===== config.mk =====
export PLATFORM = sky130hd
export DESIGN_NAME = linear_equation_solver
export DESIGN_NICKNAME = d
export VERILOG_FILES = /design/src/sv/les_pkg.sv /design/src/sv/les_parser.sv /design/src/sv/les_divider.sv /design/src/sv/linear_equation_solver.sv
export SDC_FILE = /design/constraint.sdc
export NUM_CORES = 2
export LEC_CHECK = 0
export BUFFER_PORTS_ARGS = -buffer_cell sky130_fd_sc_hd__buf_2
export CAP_MARGIN = 0
export CORE_MARGIN = 1.5
export CORE_UTILIZATION = 50
export CTS_BUF_LIST = sky130_fd_sc_hd__clkbuf_8
export CTS_CLUSTER_SIZE = 12
export DETAILED_ROUTE_END_ITERATION = 8
export PLACE_DENSITY_LB_ADDON = 0.1
export SLEW_MARGIN = 40
export SYNTH_ARGS = -nofsm -noshare
export SYNTH_HDL_FRONTEND = slang
export SYNTH_SLANG_ARGS = --single-unit

===== constraint.sdc =====
create_clock -name clk -period 5.24 [get_ports clk]
set_input_delay 0.262 -clock clk [delete_from_list [all_inputs] [get_ports clk]]
set_output_delay 0.262 -clock clk [all_outputs]
set_load 0.01 [all_outputs]

===== src/sv/les_pkg.sv =====
// ----------------------------------------------------------------------------
// les_pkg
// shared types and constants for the linear equation solver
// ----------------------------------------------------------------------------
package les_pkg;

    localparam int SYMBOL_W = 8;
    localparam int STATUS_W = 2;
    localparam int SOL_W    = 32;

    localparam logic [STATUS_W-1:0] STATUS_UNIQUE   = 2'd0;
    localparam logic [STATUS_W-1:0] STATUS_INFINITE = 2'd1;
    localparam logic [STATUS_W-1:0] STATUS_NONE     = 2'd2;

    localparam logic [SYMBOL_W-1:0] CH_ZERO  = 8'h30;
    localparam logic [SYMBOL_W-1:0] CH_NINE  = 8'h39;
    localparam logic [SYMBOL_W-1:0] CH_X     = 8'h78;
    localparam logic [SYMBOL_W-1:0] CH_PLUS  = 8'h2b;
    localparam logic [SYMBOL_W-1:0] CH_MINUS = 8'h2d;

    typedef struct packed {
        logic [SYMBOL_W-1:0] symbol;
        logic                last;
    } les_req_t;

    typedef struct packed {
        logic [STATUS_W-1:0]     status;
        logic signed [SOL_W-1:0] solution;
    } les_result_t;

    typedef struct packed {
        logic fold;
        logic flush;
        logic clear;
    } les_ctrl_t;

    typedef enum logic [5:0] {
        ST_IDLE  = 6'b000001,
        ST_FLUSH = 6'b000010,
        ST_SOLVE = 6'b000100,
        ST_LOAD  = 6'b001000,
        ST_DIV   = 6'b010000,
        ST_EMIT  = 6'b100000
    } les_state_t;

    typedef enum logic [2:0] {
        DV_IDLE = 3'b001,
        DV_ITER = 3'b010,
        DV_FIX  = 3'b100
    } les_div_state_t;

endpackage


===== src/sv/les_parser.sv =====
// ----------------------------------------------------------------------------
// les_parser
// folds equation characters into coefficient and constant accumulators
// ----------------------------------------------------------------------------
module les_parser #(
    parameter int WORD_WIDTH
) (
    input  logic                  clk,
    input  logic                  rst_n,
    input  les_pkg::les_ctrl_t    ctrl,
    input  les_pkg::les_req_t     req,
    output logic [WORD_WIDTH-1:0] left_coef,
    output logic [WORD_WIDTH-1:0] left_const,
    output logic [WORD_WIDTH-1:0] right_coef,
    output logic [WORD_WIDTH-1:0] right_const
);
    import les_pkg::*;

    logic [WORD_WIDTH-1:0] lc_reg, lc_next;
    logic [WORD_WIDTH-1:0] lk_reg, lk_next;
    logic [WORD_WIDTH-1:0] rc_reg, rc_next;
    logic [WORD_WIDTH-1:0] rk_reg, rk_next;
    logic [WORD_WIDTH-1:0] pend_reg, pend_next;
    logic                  side_reg, side_next;
    logic                  neg_reg, neg_next;
    logic                  zero_reg, zero_next;

    logic                  is_digit;
    logic                  is_x;
    logic                  is_sign;
    logic [WORD_WIDTH-1:0] pend_x;
    logic [WORD_WIDTH-1:0] term_mag;
    logic [WORD_WIDTH-1:0] term;
    logic [WORD_WIDTH-1:0] flush_term;
    logic [WORD_WIDTH-1:0] pend_ten;

    assign is_digit   = (req.symbol >= CH_ZERO) && (req.symbol <= CH_NINE);
    assign is_x       = (req.symbol == CH_X);
    assign is_sign    = (req.symbol == CH_PLUS) || (req.symbol == CH_MINUS);
    assign pend_x     = (pend_reg == '0) ? (zero_reg ? '0 : WORD_WIDTH'(1)) : pend_reg;
    assign term_mag   = is_x ? pend_x : pend_reg;
    assign term       = neg_reg ? (WORD_WIDTH'(0) - term_mag) : term_mag;
    assign flush_term = neg_reg ? (WORD_WIDTH'(0) - pend_reg) : pend_reg;
    assign pend_ten   = (pend_reg << 3) + (pend_reg << 1) + WORD_WIDTH'(req.symbol[3:0]);

    always_comb
    begin
        lc_next   = lc_reg;
        lk_next   = lk_reg;
        rc_next   = rc_reg;
        rk_next   = rk_reg;
        pend_next = pend_reg;
        side_next = side_reg;
        neg_next  = neg_reg;
        zero_next = zero_reg;
        if (ctrl.clear)
        begin
            lc_next   = '0;
            lk_next   = '0;
            rc_next   = '0;
            rk_next   = '0;
            pend_next = '0;
            side_next = 1'b0;
            neg_next  = 1'b0;
            zero_next = 1'b0;
        end
        else if (ctrl.flush)
        begin
            rk_next = rk_reg + flush_term;
        end
        else if (ctrl.fold)
        begin
            if (is_digit)
            begin
                pend_next = pend_ten;
            end
            else if (is_x)
            begin
                if (side_reg)
                begin
                    rc_next = rc_reg + term;
                end
                else
                begin
                    lc_next = lc_reg + term;
                end
                pend_next = '0;
                neg_next  = 1'b0;
            end
            else if (is_sign)
            begin
                if (side_reg)
                begin
                    rk_next = rk_reg + term;
                end
                else
                begin
                    lk_next = lk_reg + term;
                end
                pend_next = '0;
                neg_next  = (req.symbol == CH_MINUS);
            end
            else
            begin
                // anything else acts as the equals sign
                lk_next   = lk_reg + term;
                pend_next = '0;
                neg_next  = 1'b0;
                side_next = 1'b1;
            end
            zero_next = (req.symbol == CH_ZERO);
        end
    end

    always_ff @(posedge clk or negedge rst_n)
    begin
        if (!rst_n)
        begin
            lc_reg   <= '0;
            lk_reg   <= '0;
            rc_reg   <= '0;
            rk_reg   <= '0;
            pend_reg <= '0;
            side_reg <= 1'b0;
            neg_reg  <= 1'b0;
            zero_reg <= 1'b0;
        end
        else
        begin
            lc_reg   <= lc_next;
            lk_reg   <= lk_next;
            rc_reg   <= rc_next;
            rk_reg   <= rk_next;
            pend_reg <= pend_next;
            side_reg <= side_next;
            neg_reg  <= neg_next;
            zero_reg <= zero_next;
        end
    end

    assign left_coef   = lc_reg;
    assign left_const  = lk_reg;
    assign right_coef  = rc_reg;
    assign right_const = rk_reg;

endmodule


===== src/sv/les_divider.sv =====
// ----------------------------------------------------------------------------
// les_divider
// signed truncating divider, one restoring subtract step per cycle
// ----------------------------------------------------------------------------
module les_divider #(
    parameter int WORD_WIDTH
) (
    input  logic                  clk,
    input  logic                  rst_n,
    input  logic                  start,
    input  logic [WORD_WIDTH-1:0] dividend,
    input  logic [WORD_WIDTH-1:0] divisor,
    output logic                  done,
    output logic [WORD_WIDTH-1:0] quotient
);
    import les_pkg::*;

    localparam int CNT_W = $clog2(WORD_WIDTH);

    les_div_state_t        state_reg, state_next;
    logic [CNT_W-1:0]      cnt_reg, cnt_next;
    logic [WORD_WIDTH-1:0] rem_reg, rem_next;
    logic [WORD_WIDTH-1:0] qd_reg, qd_next;
    logic [WORD_WIDTH-1:0] den_reg, den_next;
    logic                  negq_reg, negq_next;
    logic [WORD_WIDTH:0]   trial;

    assign trial = {rem_reg, qd_reg[WORD_WIDTH-1]} - {1'b0, den_reg};

    always_comb
    begin
        state_next = state_reg;
        cnt_next   = cnt_reg;
        rem_next   = rem_reg;
        qd_next    = qd_reg;
        den_next   = den_reg;
        negq_next  = negq_reg;
        unique case (state_reg)
            DV_IDLE:
            begin
                if (start)
                begin
                    rem_next   = '0;
                    qd_next    = dividend[WORD_WIDTH-1] ? (WORD_WIDTH'(0) - dividend) : dividend;
                    den_next   = divisor[WORD_WIDTH-1] ? (WORD_WIDTH'(0) - divisor) : divisor;
                    negq_next  = dividend[WORD_WIDTH-1] ^ divisor[WORD_WIDTH-1];
                    cnt_next   = CNT_W'(WORD_WIDTH - 1);
                    state_next = DV_ITER;
                end
            end
            DV_ITER:
            begin
                if (!trial[WORD_WIDTH])
                begin
                    rem_next = trial[WORD_WIDTH-1:0];
                    qd_next  = {qd_reg[WORD_WIDTH-2:0], 1'b1};
                end
                else
                begin
                    rem_next = {rem_reg[WORD_WIDTH-2:0], qd_reg[WORD_WIDTH-1]};
                    qd_next  = {qd_reg[WORD_WIDTH-2:0], 1'b0};
                end
                if (cnt_reg == '0)
                begin
                    state_next = DV_FIX;
                end
                else
                begin
                    cnt_next = cnt_reg - CNT_W'(1);
                end
            end
            DV_FIX:
            begin
                state_next = DV_IDLE;
            end
            default:
            begin
                state_next = DV_IDLE;
            end
        endcase
    end

    always_ff @(posedge clk or negedge rst_n)
    begin
        if (!rst_n)
        begin
            state_reg <= DV_IDLE;
            cnt_reg   <= '0;
        end
        else
        begin
            state_reg <= state_next;
            cnt_reg   <= cnt_next;
        end
    end

    always_ff @(posedge clk)
    begin
        rem_reg  <= rem_next;
        qd_reg   <= qd_next;
        den_reg  <= den_next;
        negq_reg <= negq_next;
    end

    assign done     = (state_reg == DV_FIX);
    assign quotient = negq_reg ? (WORD_WIDTH'(0) - qd_reg) : qd_reg;

endmodule


===== src/sv/linear_equation_solver.sv =====
// ----------------------------------------------------------------------------
// linear_equation_solver
// parses a one-variable linear equation character by character and solves it
//
// requests arrive on char_valid/char_stall/char_req, one ASCII character each,
// with last marking the final character; results leave on
// result_valid/result_stall/result as a status and a 32-bit solution.
// ordinary characters are taken one per cycle. after the last character the
// block stalls requests while it flushes, compares the coefficients and, if
// they differ, runs the divider, one restoring step per cycle. the result
// goes to emit straight from the compare when the coefficients match and
// through load and divide otherwise; a result side stall holds emit, and the
// next equation, only while an earlier result is still waiting to be taken.
// the result sits in an output register until taken; a stalled result holds
// and blocks only the next result, not the parsing of the next equation.
// reset clears all accumulators and returns the block to idle, ready for a
// fresh equation; the accumulators clear the same way in each solve state.
// ----------------------------------------------------------------------------
module linear_equation_solver #(
    parameter int WORD_WIDTH = 32
) (
    input  logic                 clk,
    input  logic                 rst_n,
    input  logic                 char_valid,
    output logic                 char_stall,
    input  les_pkg::les_req_t    char_req,
    output logic                 result_valid,
    input  logic                 result_stall,
    output les_pkg::les_result_t result
);
    import les_pkg::*;

    les_state_t            state_reg, state_next;
    logic                  out_valid_reg, out_valid_next;
    les_result_t           result_reg;
    logic [WORD_WIDTH-1:0] num_reg;
    logic [WORD_WIDTH-1:0] den_reg;
    logic [STATUS_W-1:0]   status_reg;
    logic [SOL_W-1:0]      sol_reg;

    les_ctrl_t             ctrl;
    logic                  accept;
    logic                  out_free;
    logic                  emit;
    logic                  coef_equal;
    logic                  coef_greater;
    logic [WORD_WIDTH-1:0] left_coef;
    logic [WORD_WIDTH-1:0] left_const;
    logic [WORD_WIDTH-1:0] right_coef;
    logic [WORD_WIDTH-1:0] right_const;
    logic                  div_done;
    logic [WORD_WIDTH-1:0] div_quotient;

    assign char_stall   = (state_reg != ST_IDLE);
    assign accept       = char_valid && !char_stall;
    assign out_free     = !out_valid_reg || !result_stall;
    assign emit         = (state_reg == ST_EMIT) && out_free;
    assign coef_equal   = (left_coef == right_coef);
    assign coef_greater = ($signed(left_coef) > $signed(right_coef));

    always_comb
    begin
        ctrl.fold  = accept;
        ctrl.flush = (state_reg == ST_FLUSH);
        ctrl.clear = (state_reg == ST_SOLVE);
    end

    les_parser #(
        .WORD_WIDTH (WORD_WIDTH)
    ) u_parser (
        .clk         (clk),
        .rst_n       (rst_n),
        .ctrl        (ctrl),
        .req         (char_req),
        .left_coef   (left_coef),
        .left_const  (left_const),
        .right_coef  (right_coef),
        .right_const (right_const)
    );

    les_divider #(
        .WORD_WIDTH (WORD_WIDTH)
    ) u_divider (
        .clk      (clk),
        .rst_n    (rst_n),
        .start    (state_reg == ST_LOAD),
        .dividend (num_reg),
        .divisor  (den_reg),
        .done     (div_done),
        .quotient (div_quotient)
    );

    always_comb
    begin
        state_next = state_reg;
        unique case (state_reg)
            ST_IDLE:
            begin
                if (accept && char_req.last)
                begin
                    state_next = ST_FLUSH;
                end
            end
            ST_FLUSH:
            begin
                state_next = ST_SOLVE;
            end
            ST_SOLVE:
            begin
                state_next = coef_equal ? ST_EMIT : ST_LOAD;
            end
            ST_LOAD:
            begin
                state_next = ST_DIV;
            end
            ST_DIV:
            begin
                if (div_done)
                begin
                    state_next = ST_EMIT;
                end
            end
            ST_EMIT:
            begin
                if (out_free)
                begin
                    state_next = ST_IDLE;
                end
            end
            default:
            begin
                state_next = ST_IDLE;
            end
        endcase
    end

    assign out_valid_next = emit || (out_valid_reg && result_stall);

    always_ff @(posedge clk or negedge rst_n)
    begin
        if (!rst_n)
        begin
            state_reg     <= ST_IDLE;
            out_valid_reg <= 1'b0;
        end
        else
        begin
            state_reg     <= state_next;
            out_valid_reg <= out_valid_next;
        end
    end

    always_ff @(posedge clk)
    begin
        if (state_reg == ST_SOLVE)
        begin
            num_reg <= coef_greater ? (right_const - left_const) : (left_const - right_const);
            den_reg <= coef_greater ? (left_coef - right_coef) : (right_coef - left_coef);
            sol_reg <= '0;
            if (!coef_equal)
            begin
                status_reg <= STATUS_UNIQUE;
            end
            else if (left_const == right_const)
            begin
                status_reg <= STATUS_INFINITE;
            end
            else
            begin
                status_reg <= STATUS_NONE;
            end
        end
        if ((state_reg == ST_DIV) && div_done)
        begin
            sol_reg <= SOL_W'(div_quotient);
        end
        if (emit)
        begin
            result_reg.status   <= status_reg;
            result_reg.solution <= $signed(sol_reg);
        end
    end

    assign result_valid = out_valid_reg;
    assign result       = result_reg;

`ifndef SYNTH
    // no request is taken in the cycle after the final character
    assert property (@(posedge clk) disable iff (!rst_n)
        (char_valid && !char_stall && char_req.last) |=> char_stall)
        else $error("request taken during solve");

    // divider completes only while the sequencer waits for it
    assert property (@(posedge clk) disable iff (!rst_n)
        div_done |-> (state_reg == ST_DIV))
        else $error("divider done outside divide phase");

    // status is always one of the three defined codes
    assert property (@(posedge clk) disable iff (!rst_n)
        result_valid |-> (result.status == STATUS_UNIQUE ||
                          result.status == STATUS_INFINITE ||
                          result.status == STATUS_NONE))
        else $error("bad status code");

    // without a unique solution the solution field is zero
    assert property (@(posedge clk) disable iff (!rst_n)
        (result_valid && (result.status != STATUS_UNIQUE)) |-> (result.solution == '0))
        else $error("nonzero solution without unique status");
`endif

endmodule


==> impl_metrics.toml <==
[outcome]
status = "finished with violations"
violations = "setup timing"

[finish]
drive_gt1_share_pct = 16.05
nets = 4567
fillerInstances = 6006
syn2layout_area_growth_pct = 17.55
utilization_pct = 59.65
fin_cells = 5124
largest_register_ffs = 34

[power_and_ir_drop]
p_leak_uw = 0.01857
ir_worst_vdd_mv = 0.2131
p_per_area_nw_per_um2 = 300.1

[global_route]
grt_pass1_wl_mm = 149.8
overflow = 0
grt_max_degree = 97
first_global_vias = 27700
grt.total_usage_pct = 26.71
grt_antenna_before_repair = 1

[drt]
drt-pass1-iter-count = 7
dr_wl_met2_mm = 39.72
drc = 0
wl_met3_mm = 5.436
avgRoutedWirePerCell_um = 18.50
highest_layer = "met4"
wl_met1_mm = 45.87
drtAntennaViolNets = 0
drt-total-wl_mm = 94.77
vias = 29710
drt_iter0_markers = 2165
vias_per_cell = 5.797

[critical_path]
slowest_delay_ns = 0.54
critPathSlowestCell = "or4_4"
crit_path_start_kind = "flip-flop"
cp.arrival_ns = 5.88
critical_path_class = "reg2reg"
crit_chain = "or4_4 > or4b_4 > nor2_4 > nand4_1 > buf_4 > nand2_4 > ha_4 > a21oi_4 > buf_6 > and2_4 > a21oi_4 > nand2_2 > xor2_1 > ha_1 > a211oi_2 > o21ai_1 > a21o_1 > and2_4 > o31ai_4 > a211o_1 > a21oi_2 > or4_4 > a21o_1 > a21oi_2"
endpoint_kind = "flip-flop"
crit_required_ns = 5.83
cp_max_fo = 5

[yosys]
yosysTopAreaCell = "edfxtp_1"
synth_cell_type_count = 85
ys_warn_count = 0
synth_area_um2 = 34200
ys.flop_type = "edfxtp_1"
synth_edf_count = 229
synthArstFlopShare_pct = 43.73
syn_area_per_cell_um2 = 8.772
synth_seq_cells = 407
ys_top_cells_by_area = "edfxtp_1, dfrtp_1, ha_1"
yosysTopAreaCellShare_pct = 20.11
synth_fp_nets = 4275
synthCells = 3899
seq_area_frac_synth_pct = 33.14

[sta]
maxSlewViolCount = 0
post-route-min-period_ns = 5.288
post-route-period-util_pct = 100.9
setup_viol = 1
rsz0062_at_grt = "true"
final_hold_viol_count = 0
relSlewSlack_pct = 44.12
tns_ns = -0.04780
setup_ws_ns = -0.04780
max_freq_mhz = 189.1
finalClockSkew_ns = 0.04086
tightest_slew_ns = 0.8382

[clock_network]
numCtsBuffers = 72
clkSinkCount = 407
cts_tree = "done"
clk_path_buf_depth = 3
clk_latency_ns = 0.68
cts.htree.levels = 3
clk_pin_slew_ns = 0.06
cts_root_buffer = "clkbuf_8"

[floorplanning]
start_util_pct = 50.75
die_h_um = 264.5
ios = 49
dieArea_um2 = 69980
die_x_um = 264.5
core-area_um2 = 67400
rows = 95

[hold_path]
hold_class = "in2reg"

[placed_design]
dp_hpwl_mm = 73.60
gp_congestion = 0.9489
port_buffers = 48
dp.cells = 4960

[run]
maxCapViolCount = 0
[critical path, delay by kind of cell, from the launching register on]
| family | cells | cell delay (ns) |
|---|---|---|
| compound gates | 10 | 1.55 |
| xor+xnor | 1 | 0.14 |
| fa+ha+maj | 2 | 0.49 |
| buf+inv | 2 | 0.36 |
| flops | 1 | 0.40 |
| simple gates | 9 | 2.27 |
[kinds of logic (layout without fill, tap and decap cells)]
| kind of cell | count (synthesis) | after routing | synth area share, % |
|---|---|---|---|
| AO/OA/AOI/OAI | 1294 | 1294 | 23.91 |
| AND/OR/NAND/NOR | 1048 | 1048 | 15.04 |
| flip-flops | 407 | 407 | 33.14 |
| buffers and inverters | 405 | 756 | 4.478 |
| adder cells (fa/ha/maj) | 363 | 363 | 13.52 |
| XOR/XNOR | 350 | 350 | 8.963 |
| multiplexers | 32 | 32 | 0.9512 |
| other | 0 | 1 | 0 |
[placed cells by master, fill, tap and decap left out, types with 31 or more instances in the layout]
cell type	instances
a211oi_1	32
a21o_1	167
a21oi_1	279
a21oi_2	32
a22o_1	39
a31oi_1	31
buf_2	47
buf_4	298
clkbuf_8	84
dfrtp_1	175
edfxtp_1	229
ha_1	340
inv_1	253
nand2_1	295
nand2b_1	46
nand3_1	153
nand4_1	32
nor2_1	206
nor2b_1	46
nor3_1	56
o21a_1	37
o21ai_0	343
o21bai_1	42
o31ai_1	86
or3_1	45
xnor2_1	189
xor2_1	143
[cell usage after synthesis, types with 150 or more instances]
cell type and count:
nor2_1 209, nand3_1 157, edfxtp_1 229, ha_1 352
nand2_1 301, inv_1 242, dfrtp_1 176, xor2_1 150
a21oi_1 316, xnor2_1 200, o21ai_0 374, a21o_1 167
[report_power, final]
group          internal [uW]  total, uW  leakage (uW)  switching (uW)
Combinational           1880       4650        0.0131            2770
Sequential              3780       4060       0.00462             278
Clock                   1920       3360      0.000894            1450
[through the flow]
stage	hold slack, ns	power [uW]	cell area (um2)	worst slack [ns]
2_1_floorplan	-0.03359	7314	34260	0.04315
3_3_place_gp	0.3056	8572	37290	-0.2899
3_5_place_dp	0.3090	8610	37360	-0.4195
4_1_cts	0.01063	12030	39270	-0.03664
5_1_grt	0.1196	12760	40200	-0.2276
6_report	0.06546	12070	40200	-0.04780
[timing repair]
action	4_1_cts	5_1_grt
pin swaps	17	84
setup endpoints to repair	43	43
hold buffers	8	0
gates resized for setup	33	175
setup buffers	5	21
hold endpoints to repair	88	0
[final timing paths]
| kind | from | to | slack (ns) | depth (start not counted) |
|---|---|---|---|---|
| worst max-delay path | u_parser.pend_reg[9] | u_parser.right_const[31] | -0.05 | 24 |
| worst min-delay path | char_req[7] | u_parser.zero_reg | 0.07 | 6 |
| worst max register to register | u_parser.pend_reg[9] | u_parser.right_const[31] | -0.05 | 24 |
| worst min register to register | sol_reg[4] | result[4] | 0.42 | 0 |
| max in group asynchronous | rst_n | u_parser.pend_reg[9] | 3.96 | 3 |
| min in group asynchronous | rst_n | u_parser.right_coef[9] | 0.15 | 2 |
[per-layer routing]
metal / up-vias / global-route usage (%)
li1: 14860 / -
met1: 13890 / 38.62
met2: 774 / 40.29
met3: 180 / 3.623
met4: 0 / 10.59
met5: - / 0
[area by class of cell]
| type | count | area (um2) | area share [%] |
|---|---|---|---|
| Clock inverter | 50 | 488.0 | 1.214 |
| Tap cell | 873 | 1092 | 2.717 |
| Clock buffer | 83 | 1142 | 2.841 |
| Antenna cell | 1 | 2.502 | 0.006224 |
| Inverter | 244 | 920.9 | 2.290 |
| Multi-Input combinational cell | 3087 | 22340 | 55.56 |
| Timing Repair Buffer | 379 | 2887 | 7.180 |
| Sequential cell | 407 | 11330 | 28.19 |
Note: power is estimated with default switching activity, not from simulation.
